===== config.mk =====
export PLATFORM = sky130hd
export DESIGN_NAME = direct_form_iir_filter_unit
export DESIGN_NICKNAME = d
export VERILOG_FILES = /design/src/hdl/dfiir_pkg.sv /design/src/hdl/direct_form_iir_filter_unit.sv
export SDC_FILE = /design/constraint.sdc
export NUM_CORES = 2
export LEC_CHECK = 0
export BUFFER_PORTS_ARGS = -buffer_cell sky130_fd_sc_hd__buf_2
export CAP_MARGIN = 0
export CORE_MARGIN = 5
export CORE_UTILIZATION = 65
export DETAILED_ROUTE_END_ITERATION = 10
export MAX_ROUTING_LAYER = met4
export PLACE_DENSITY = 0.82
export SLEW_MARGIN = 10
export SYNTH_ARGS = -nofsm -noshare
export SYNTH_HDL_FRONTEND = slang
export SYNTH_SLANG_ARGS = --single-unit

===== constraint.sdc =====
create_clock -name clk -period 33.1 [get_ports clk]
set_clock_uncertainty 0.2 [all_clocks]
set_input_delay 3.31 -clock clk [delete_from_list [all_inputs] [get_ports clk]]
set_output_delay 3.31 -clock clk [all_outputs]
set_load 0.005 [all_outputs]

===== src/hdl/dfiir_pkg.sv =====
// Shared types, constants and microprogram for the direct-form-I IIR biquad.
// Used by direct_form_iir_filter_unit; no other dependencies.
package dfiir_pkg;

  localparam int TAP_COUNT  = 3;
  localparam int SAMPLE_W   = 16;
  localparam int COEF_W     = 16;
  localparam int PROD_W     = SAMPLE_W + COEF_W;
  localparam int ACC_W      = PROD_W + 3;   // five products, signed
  localparam int MAG_W      = ACC_W - 2;    // |acc| < 2^33
  localparam int NUM_W      = MAG_W + 1;    // |acc| + |a0|/2
  localparam int QUO_W      = 17;           // quotient bits resolved by the loop
  localparam int DIV_STEPS  = QUO_W;
  localparam int CNT_W      = 5;
  localparam int PC_W       = 3;
  localparam int CFG_IDX_W  = 3;

  // register indexes
  localparam logic [CFG_IDX_W-1:0] REG_B0 = 3'd0;
  localparam logic [CFG_IDX_W-1:0] REG_B1 = 3'd1;
  localparam logic [CFG_IDX_W-1:0] REG_B2 = 3'd2;
  localparam logic [CFG_IDX_W-1:0] REG_A0 = 3'd3;
  localparam logic [CFG_IDX_W-1:0] REG_A1 = 3'd4;
  localparam logic [CFG_IDX_W-1:0] REG_A2 = 3'd5;

  localparam logic signed [COEF_W-1:0] UNITY = 16'sd4096;

  typedef enum logic [2:0] {
    OP_NOP,
    OP_MAC_ADD,
    OP_MAC_SUB,
    OP_PREP,
    OP_DIV,
    OP_FIN
  } op_t;

  // which coefficient / history pair feeds the multiplier
  typedef enum logic [2:0] {
    TAP_B0_X0,
    TAP_B1_X1,
    TAP_B2_X2,
    TAP_A1_Y1,
    TAP_A2_Y2
  } tap_t;

  typedef enum logic [1:0] {
    JMP_NONE,     // fall through
    JMP_SPECIAL,  // zero divisor or quotient overflow
    JMP_DIV_LOOP  // more quotient bits to go
  } jmp_t;

  typedef struct packed {
    op_t             op;
    tap_t            tap;
    jmp_t            jmp;
    logic [PC_W-1:0] target;
  } ctrl_t;

  localparam logic [PC_W-1:0] PC_FIRST = 3'd0;
  localparam logic [PC_W-1:0] PC_DIV   = 3'd6;
  localparam logic [PC_W-1:0] PC_FIN   = 3'd7;

  function automatic ctrl_t ucode(input logic [PC_W-1:0] pc);
    ctrl_t w;
    w = '{op: OP_NOP, tap: TAP_B0_X0, jmp: JMP_NONE, target: PC_FIRST};
    case (pc)
      3'd0: w = '{op: OP_MAC_ADD, tap: TAP_B0_X0, jmp: JMP_NONE, target: PC_FIRST};
      3'd1: w = '{op: OP_MAC_ADD, tap: TAP_B1_X1, jmp: JMP_NONE, target: PC_FIRST};
      3'd2: w = '{op: (TAP_COUNT > 2) ? OP_MAC_ADD : OP_NOP, tap: TAP_B2_X2,
                  jmp: JMP_NONE, target: PC_FIRST};
      3'd3: w = '{op: OP_MAC_SUB, tap: TAP_A1_Y1, jmp: JMP_NONE, target: PC_FIRST};
      3'd4: w = '{op: (TAP_COUNT > 2) ? OP_MAC_SUB : OP_NOP, tap: TAP_A2_Y2,
                  jmp: JMP_NONE, target: PC_FIRST};
      3'd5: w = '{op: OP_PREP, tap: TAP_B0_X0, jmp: JMP_SPECIAL, target: PC_FIN};
      3'd6: w = '{op: OP_DIV, tap: TAP_B0_X0, jmp: JMP_DIV_LOOP, target: PC_DIV};
      3'd7: w = '{op: OP_FIN, tap: TAP_B0_X0, jmp: JMP_NONE, target: PC_FIRST};
      default: w = '{op: OP_NOP, tap: TAP_B0_X0, jmp: JMP_NONE, target: PC_FIRST};
    endcase
    return w;
  endfunction

endpackage


===== src/hdl/direct_form_iir_filter_unit.sv =====
// Direct-form-I IIR biquad, Q1.15 samples, Q4.12 coefficients, microcoded datapath.
// Depends on dfiir_pkg (types, constants, microprogram ROM).
//
// Usage:
//   in_*  : one sample per word, in_tdata = sample_in, in_tlast = last_sample.
//   out_* : one result per input word, out_tdata = sample_out, out_tlast = last_out,
//           out_tuser = saturated (clipped, or coef_a0 was zero).
//   cfg_* : write coefficient cfg_index (b0,b1,b2,a0,a1,a2 = 0..5) while idle.
//   After acceptance a sample passes through five multiply-accumulate steps,
//   one setup step, 17 restoring-divider steps by |a0| and one finish step.
//   With a zero a0 or a quotient overflow the divider is skipped.
//   in_tready is high only while no sample is in flight, so a new sample is
//   taken the cycle after the previous one is written to the output register.
//   A stalled receiver holds the result in the output register; the next
//   sample is still accepted and computed, and waits at its finish step
//   until the output register frees up.
//   Histories are cleared after a sample marked last.
//   Reset (rst_n low, synchronous) restores b0 = a0 = 1.0, other coefficients
//   zero, clears histories and drops out_tvalid.
module direct_form_iir_filter_unit (
  input  logic        clk,
  input  logic        rst_n,
  input  logic        in_tvalid,
  output logic        in_tready,
  input  logic [15:0] in_tdata,   // [15:0] sample_in
  input  logic        in_tlast,
  output logic        out_tvalid,
  input  logic        out_tready,
  output logic [15:0] out_tdata,  // [15:0] sample_out
  output logic        out_tlast,
  output logic [0:0]  out_tuser,  // [0] saturated
  input  logic        cfg_wr_en,
  input  logic [dfiir_pkg::CFG_IDX_W-1:0] cfg_index,
  input  logic [15:0] cfg_wdata
);
  import dfiir_pkg::*;

  // coefficients
  logic signed [COEF_W-1:0] b0_r, b1_r, b2_r, a0_r, a1_r, a2_r;
  // histories and current sample
  logic signed [SAMPLE_W-1:0] x0_r, x1_r, x2_r, y1_r, y2_r;
  logic                       last_r;

  logic                   busy_r, busy_nxt;
  logic [PC_W-1:0]        pc_r, pc_nxt;
  logic signed [ACC_W-1:0] acc_r, acc_nxt;
  logic [15:0]            dv_r, dv_nxt;
  logic [15:0]            rem_r, rem_nxt;
  logic [QUO_W-1:0]       quo_r, quo_nxt;
  logic [CNT_W-1:0]       cnt_r, cnt_nxt;
  logic                   neg_r, neg_nxt;
  logic                   zero_r, zero_nxt;
  logic                   ovf_r, ovf_nxt;

  logic                       out_valid_r, out_valid_nxt;
  logic signed [SAMPLE_W-1:0] out_data_r, out_data_nxt;
  logic                       out_last_r, out_last_nxt;
  logic                       out_sat_r, out_sat_nxt;

  ctrl_t                      cw;
  logic                       in_take, fin_go, hist_upd;
  logic signed [COEF_W-1:0]   mul_c;
  logic signed [SAMPLE_W-1:0] mul_d;
  logic signed [PROD_W-1:0]   prod;
  logic signed [ACC_W-1:0]    prod_ext;
  logic signed [ACC_W-1:0]    acc_abs;
  logic signed [COEF_W:0]     a0_ext, a0_abs;
  logic [15:0]                d_mag;
  logic [NUM_W-1:0]           numer;
  logic                       a0_zero, pre_ovf;
  logic [QUO_W-1:0]           trial;
  logic                       trial_ge;
  logic signed [SAMPLE_W-1:0] y_val;
  logic                       y_sat;

  assign cw        = ucode(pc_r);
  assign in_tready = !busy_r;
  assign in_take   = in_tvalid && !busy_r;
  assign fin_go    = busy_r && (cw.op == OP_FIN) && (!out_valid_r || out_tready);
  assign hist_upd  = fin_go;

  assign out_tvalid   = out_valid_r;
  assign out_tdata    = out_data_r;
  assign out_tlast    = out_last_r;
  assign out_tuser[0] = out_sat_r;

  // multiplier operand selection
  always_comb begin
    case (cw.tap)
      TAP_B0_X0: begin mul_c = b0_r; mul_d = x0_r; end
      TAP_B1_X1: begin mul_c = b1_r; mul_d = x1_r; end
      TAP_B2_X2: begin mul_c = b2_r; mul_d = x2_r; end
      TAP_A1_Y1: begin mul_c = a1_r; mul_d = y1_r; end
      TAP_A2_Y2: begin mul_c = a2_r; mul_d = y2_r; end
      default:   begin mul_c = b0_r; mul_d = x0_r; end
    endcase
  end

  assign prod     = mul_c * mul_d;
  assign prod_ext = ACC_W'(prod);

  // setup for the divider: magnitudes and rounding offset
  assign acc_abs = acc_r[ACC_W-1] ? -acc_r : acc_r;
  assign a0_ext  = (COEF_W+1)'(a0_r);
  assign a0_abs  = a0_r[COEF_W-1] ? -a0_ext : a0_ext;
  assign d_mag   = a0_abs[15:0];
  assign numer   = {1'b0, acc_abs[MAG_W-1:0]} + NUM_W'(d_mag >> 1);
  assign a0_zero = (a0_r == '0);
  // quotient would need more than QUO_W bits: saturates for sure
  assign pre_ovf = (numer[NUM_W-1:NUM_W-QUO_W] >= {1'b0, d_mag});

  // one restoring step
  assign trial    = {rem_r, quo_r[QUO_W-1]};
  assign trial_ge = (trial >= {1'b0, dv_r});

  // final rounding sign and clamp
  always_comb begin
    y_val = '0;
    y_sat = 1'b0;
    if (zero_r) begin
      y_val = '0;
      y_sat = 1'b1;
    end else if (ovf_r) begin
      y_sat = 1'b1;
      y_val = neg_r ? 16'sh8000 : 16'sh7fff;
    end else if (neg_r && quo_r != '0) begin
      if (quo_r > 17'd32768) begin
        y_val = 16'sh8000;
        y_sat = 1'b1;
      end else begin
        y_val = SAMPLE_W'(-$signed({1'b0, quo_r}));
      end
    end else begin
      if (quo_r > 17'd32767) begin
        y_val = 16'sh7fff;
        y_sat = 1'b1;
      end else begin
        y_val = quo_r[15:0];
      end
    end
  end

  // sequencer and datapath next state
  always_comb begin
    busy_nxt      = busy_r;
    pc_nxt        = pc_r;
    acc_nxt       = acc_r;
    dv_nxt        = dv_r;
    rem_nxt       = rem_r;
    quo_nxt       = quo_r;
    cnt_nxt       = cnt_r;
    neg_nxt       = neg_r;
    zero_nxt      = zero_r;
    ovf_nxt       = ovf_r;
    out_valid_nxt = out_valid_r && !out_tready;
    out_data_nxt  = out_data_r;
    out_last_nxt  = out_last_r;
    out_sat_nxt   = out_sat_r;

    if (in_take) begin
      busy_nxt = 1'b1;
      pc_nxt   = PC_FIRST;
      acc_nxt  = '0;
    end else if (busy_r) begin
      pc_nxt = pc_r + PC_W'(1);
      case (cw.op)
        OP_MAC_ADD: acc_nxt = acc_r + prod_ext;
        OP_MAC_SUB: acc_nxt = acc_r - prod_ext;
        OP_PREP: begin
          dv_nxt   = d_mag;
          // high part is below |a0| here, so it fits the remainder register
          rem_nxt  = numer[NUM_W-2:QUO_W];
          quo_nxt  = numer[QUO_W-1:0];
          cnt_nxt  = '0;
          neg_nxt  = acc_r[ACC_W-1] ^ a0_r[COEF_W-1];
          zero_nxt = a0_zero;
          ovf_nxt  = pre_ovf;
          if ((cw.jmp == JMP_SPECIAL) && (a0_zero || pre_ovf)) pc_nxt = cw.target;
        end
        OP_DIV: begin
          rem_nxt = trial_ge ? 16'(trial - {1'b0, dv_r}) : trial[15:0];
          quo_nxt = {quo_r[QUO_W-2:0], trial_ge};
          cnt_nxt = cnt_r + CNT_W'(1);
          if ((cw.jmp == JMP_DIV_LOOP) && (cnt_r != CNT_W'(DIV_STEPS - 1)))
            pc_nxt = cw.target;
        end
        OP_FIN: begin
          if (fin_go) begin
            busy_nxt      = 1'b0;
            pc_nxt        = PC_FIRST;
            out_valid_nxt = 1'b1;
            out_data_nxt  = y_val;
            out_last_nxt  = last_r;
            out_sat_nxt   = y_sat;
          end else begin
            pc_nxt = pc_r;
          end
        end
        default: ;
      endcase
    end
  end

  always_ff @(posedge clk) begin
    if (!rst_n) begin
      busy_r      <= 1'b0;
      pc_r        <= PC_FIRST;
      out_valid_r <= 1'b0;
      b0_r <= UNITY;
      b1_r <= '0;
      b2_r <= '0;
      a0_r <= UNITY;
      a1_r <= '0;
      a2_r <= '0;
      x1_r <= '0;
      x2_r <= '0;
      y1_r <= '0;
      y2_r <= '0;
    end else begin
      busy_r      <= busy_nxt;
      pc_r        <= pc_nxt;
      out_valid_r <= out_valid_nxt;
      if (cfg_wr_en) begin
        case (cfg_index)
          REG_B0:  b0_r <= cfg_wdata;
          REG_B1:  b1_r <= cfg_wdata;
          REG_B2:  b2_r <= cfg_wdata;
          REG_A0:  a0_r <= cfg_wdata;
          REG_A1:  a1_r <= cfg_wdata;
          REG_A2:  a2_r <= cfg_wdata;
          default: ;
        endcase
      end
      if (hist_upd) begin
        if (last_r) begin
          x1_r <= '0;
          x2_r <= '0;
          y1_r <= '0;
          y2_r <= '0;
        end else begin
          x1_r <= x0_r;
          x2_r <= x1_r;
          y1_r <= y_val;
          y2_r <= y1_r;
        end
      end
    end
  end

  // payload registers
  always_ff @(posedge clk) begin
    if (in_take) begin
      x0_r   <= in_tdata;
      last_r <= in_tlast;
    end
    acc_r      <= acc_nxt;
    dv_r       <= dv_nxt;
    rem_r      <= rem_nxt;
    quo_r      <= quo_nxt;
    cnt_r      <= cnt_nxt;
    neg_r      <= neg_nxt;
    zero_r     <= zero_nxt;
    ovf_r      <= ovf_nxt;
    out_data_r <= out_data_nxt;
    out_last_r <= out_last_nxt;
    out_sat_r  <= out_sat_nxt;
  end

endmodule

==> reports/results.ini <==
[logic_synthesis]
yosys.area.top_type_share_pct = 18.10
synth_top_area_cell = fa_1
yosysUniqueCellTypes = 84
synth_seq_cells = 301
synthesis.instances = 3465
syn_avg_cell_area_sq_um = 8.460
synth.cell_area_sq_um = 29310
synth_nets = 3944
synthAdderAreaFrac_pct = 25.48
muxShareOfSynthArea_pct = 1.494
synthFlopType = dfxtp_1
synth_warnings = 0
synth_compound_area_share_pct = 18.73
yosys-top-cells-area = fa_1 18%, dfxtp_1 14%, edfxtp_1 9.4%
synth-xor-area-share_pct = 5.079
seq_area_frac_synth_pct = 23.70
synth-edff-count = 92
synth_top_family_by_area = adder cells
async_reset_ff_share_pct = 0
synth-simple-area-share_pct = 18.18

[setup_path]
reg2regPathDepth = 38
path_class = flop to flop
critPathArrivalTime_ns = 13.13
max_stage_delay_ns = 0.94
r2r_end = acc_r[34]$_SDFFE_PP0P_
path_common_cell = inv_1
worstPathMaxFanout = 47
start_kind = flop
rrSetupSlack_ns = 20.18
r2r_start = cw[7]$_SDFF_PP0_
worstPathRequired_ns = 33.31
endpoint_kind = flop
cp_slowest_cell = nor4_1

[timing]
setup_viol = 0
final_min_period_over_clock_period_pct = 39.02
fmax_mhz = 77.42
worst_slew_pin_slew_ns = 1.236
holdWs_ns = 0.2693
min_period_ns = 12.92
grt_setup_unrepaired = false
finalHoldViolCount = 0
slew-limit-headroom_pct = 17.02
tns_ns = 0
fin_ws_ns = 20.18
final_max_slew_viol_count = 0

[grt]
grt_overflow = 0
antenna_found_initial = 0
grt_pass1_vias = 25560
grt_max_degree = 101
grt_pass1_wl_mm = 131.1
track_usage_pct = 32.98

[cells_and_area]
area_growth_pct = 6.484
nets = 3920
layout_common_cells = 488 x nand2_1, 409 x inv_1, 287 x nor2_1
final_common_cell = nand2_1
final_layout_size_suffix_gt1_share_pct = 6.403

[placed_design]
gp_congestion = 0.9867
place_ws_ns = 20.42
dpl.hpwl_mm = 62.05
numPortBuffers = 60

[routing]
avgViaCountPerCell = 6.296
post-route-drc-count = 0
wl_per_cell_um = 19.95
first_iter_violations = 2591
drt_first_pass_iters = 5
ant_nets = 0
routed_wl_mm = 81.01
vias = 25560

[cts]
ctsHoldBuffers = 0
ctsRootBufferMaster = clkbuf_16
cts_max_path_buffers = 3
cts.repair.resized = 0
cts_tree = yes
clk_latency_ns = 0.55
cts_setup_buffers = 0
numCtsBuffers = 34
clkTransAtPathRegs_ns = 0.06
clock-sinks = 301
htreeDepth = 2

[flow_run]
drv_cap = 0

[worst_hold_path]
hold_path_end = b0_r[0]$_SDFFE_PN0P_
hold_class = flop to flop
worstHoldStart = b0_r[0]$_SDFFE_PN0P_
hold_depth = 2

[status]
status = completed

[die]
fp.coreArea_sq_um = 44410
fp.dieW_um = 222.4
ios = 61
rows = 77
die_h_um = 222.4
start_util_pct = 66.00
dieArea_sq_um = 49440

==> metal layers <==
metal	track usage [%]	vias to the layer above	part of all wire (%)
met4	12.92	0	4.4
met5	-	-	0
li1	-	11680	-
met1	42.40	12420	40
met3	5.728	258	8.6
met2	52.53	1198	47
==> area by class of cell <==
| cell class | count | area, sq um |
|---|---|---|
| multi-input cells | 2597 | 20270 |
| fillers | 3458 | 13200 |
| flip-flops and latches | 301 | 6949 |
| inverters | 411 | 1543 |
| clock buffers | 46 | 977.2 |
| well taps | 592 | 740.7 |
| repair buffers | 96 | 570.5 |
| clock inverters | 16 | 156.4 |
| diodes | 1 | 2.502 |
==> cell usage after synthesis (19+ instances only) <==
| cell | n |
|---|---|
| a211oi_1 | 19 |
| a21boi_0 | 107 |
| a21o_1 | 31 |
| a21oi_1 | 164 |
| a22o_1 | 65 |
| and2_1 | 29 |
| clkbuf_1 | 142 |
| dfxtp_1 | 209 |
| edfxtp_1 | 92 |
| fa_1 | 265 |
| ha_1 | 173 |
| inv_1 | 409 |
| mux2i_1 | 28 |
| nand2_1 | 488 |
| nand2b_1 | 58 |
| nand3_1 | 56 |
| nand4_1 | 21 |
| nor2_1 | 288 |
| nor2b_1 | 40 |
| nor3_1 | 46 |
| o211ai_1 | 22 |
| o21a_1 | 42 |
| o21ai_0 | 129 |
| o221ai_1 | 19 |
| o22ai_1 | 24 |
| o31ai_1 | 26 |
| or3_1 | 25 |
| xnor2_1 | 117 |
| xor2_1 | 53 |
==> cell families after synthesis <==
| logic type | Yosys count |
|---|---|
| and+or+nand+nor | 1159 |
| AOI/OAI and AO/OA | 794 |
| buffers and inverters | 567 |
| adders and majority gates | 438 |
| DFF | 301 |
| xor gates and xnor gates | 170 |
| muxes | 36 |
==> worst max-delay path by stage <==
stage               cells after the start              from                endpoint  slack (ns)
floorplan                              41  cw[5]$_SDFF_PP0_  acc_r[34]$_SDFFE_PP0P_       22.47
global placement                       38  cw[7]$_SDFF_PP0_  acc_r[34]$_SDFFE_PP0P_       21.03
detailed placement                     38  cw[7]$_SDFF_PP0_  acc_r[34]$_SDFFE_PP0P_       20.42
CTS                                    38  cw[7]$_SDFF_PP0_  acc_r[34]$_SDFFE_PP0P_       20.34
global route                           38  cw[7]$_SDFF_PP0_  acc_r[34]$_SDFFE_PP0P_       19.35
finish                                 38  cw[7]$_SDFF_PP0_  acc_r[34]$_SDFFE_PP0P_       20.18
==> registers in the layout, summed over array words and instances (netlist names), 3 cells and up <==
signal,count
a1_r,16
rem_r,16
a2_r,16
out_tdata,16
b0_r,16
quo_r,17
b2_r,16
cnt_r,5
x1_r,16
pc_r,3
x0_r,16
b1_r,16
y2_r,16
cw,9
a0_r,16
x2_r,16
dv_r,16
acc_r,35
y1_r,16
==> metrics by stage <==
step                      cells  cell area (sq um)  utilization, %
after floorplan            3465              29310               -
after global placement     3997              30080           67.72
after detailed placement   3997              30080           67.72
after CTS                  4059              31210           70.27
after global routing       4059              31210           70.27
final                      4060              31210           70.28
==> critical path: cells and delay by family (launching register included) <==
family          cells  cell delay (ns)
flops               1             0.31
compound gates      9             3.49
buf+inv             8             1.42
mux                 2             0.23
xor+xnor            2             0.42
simple gates        9             3.43
fa+ha+maj           8             3.23
Power is not shown: default switching activity piles up to over one toggle a cycle in this logic, so the estimate is an artifact.
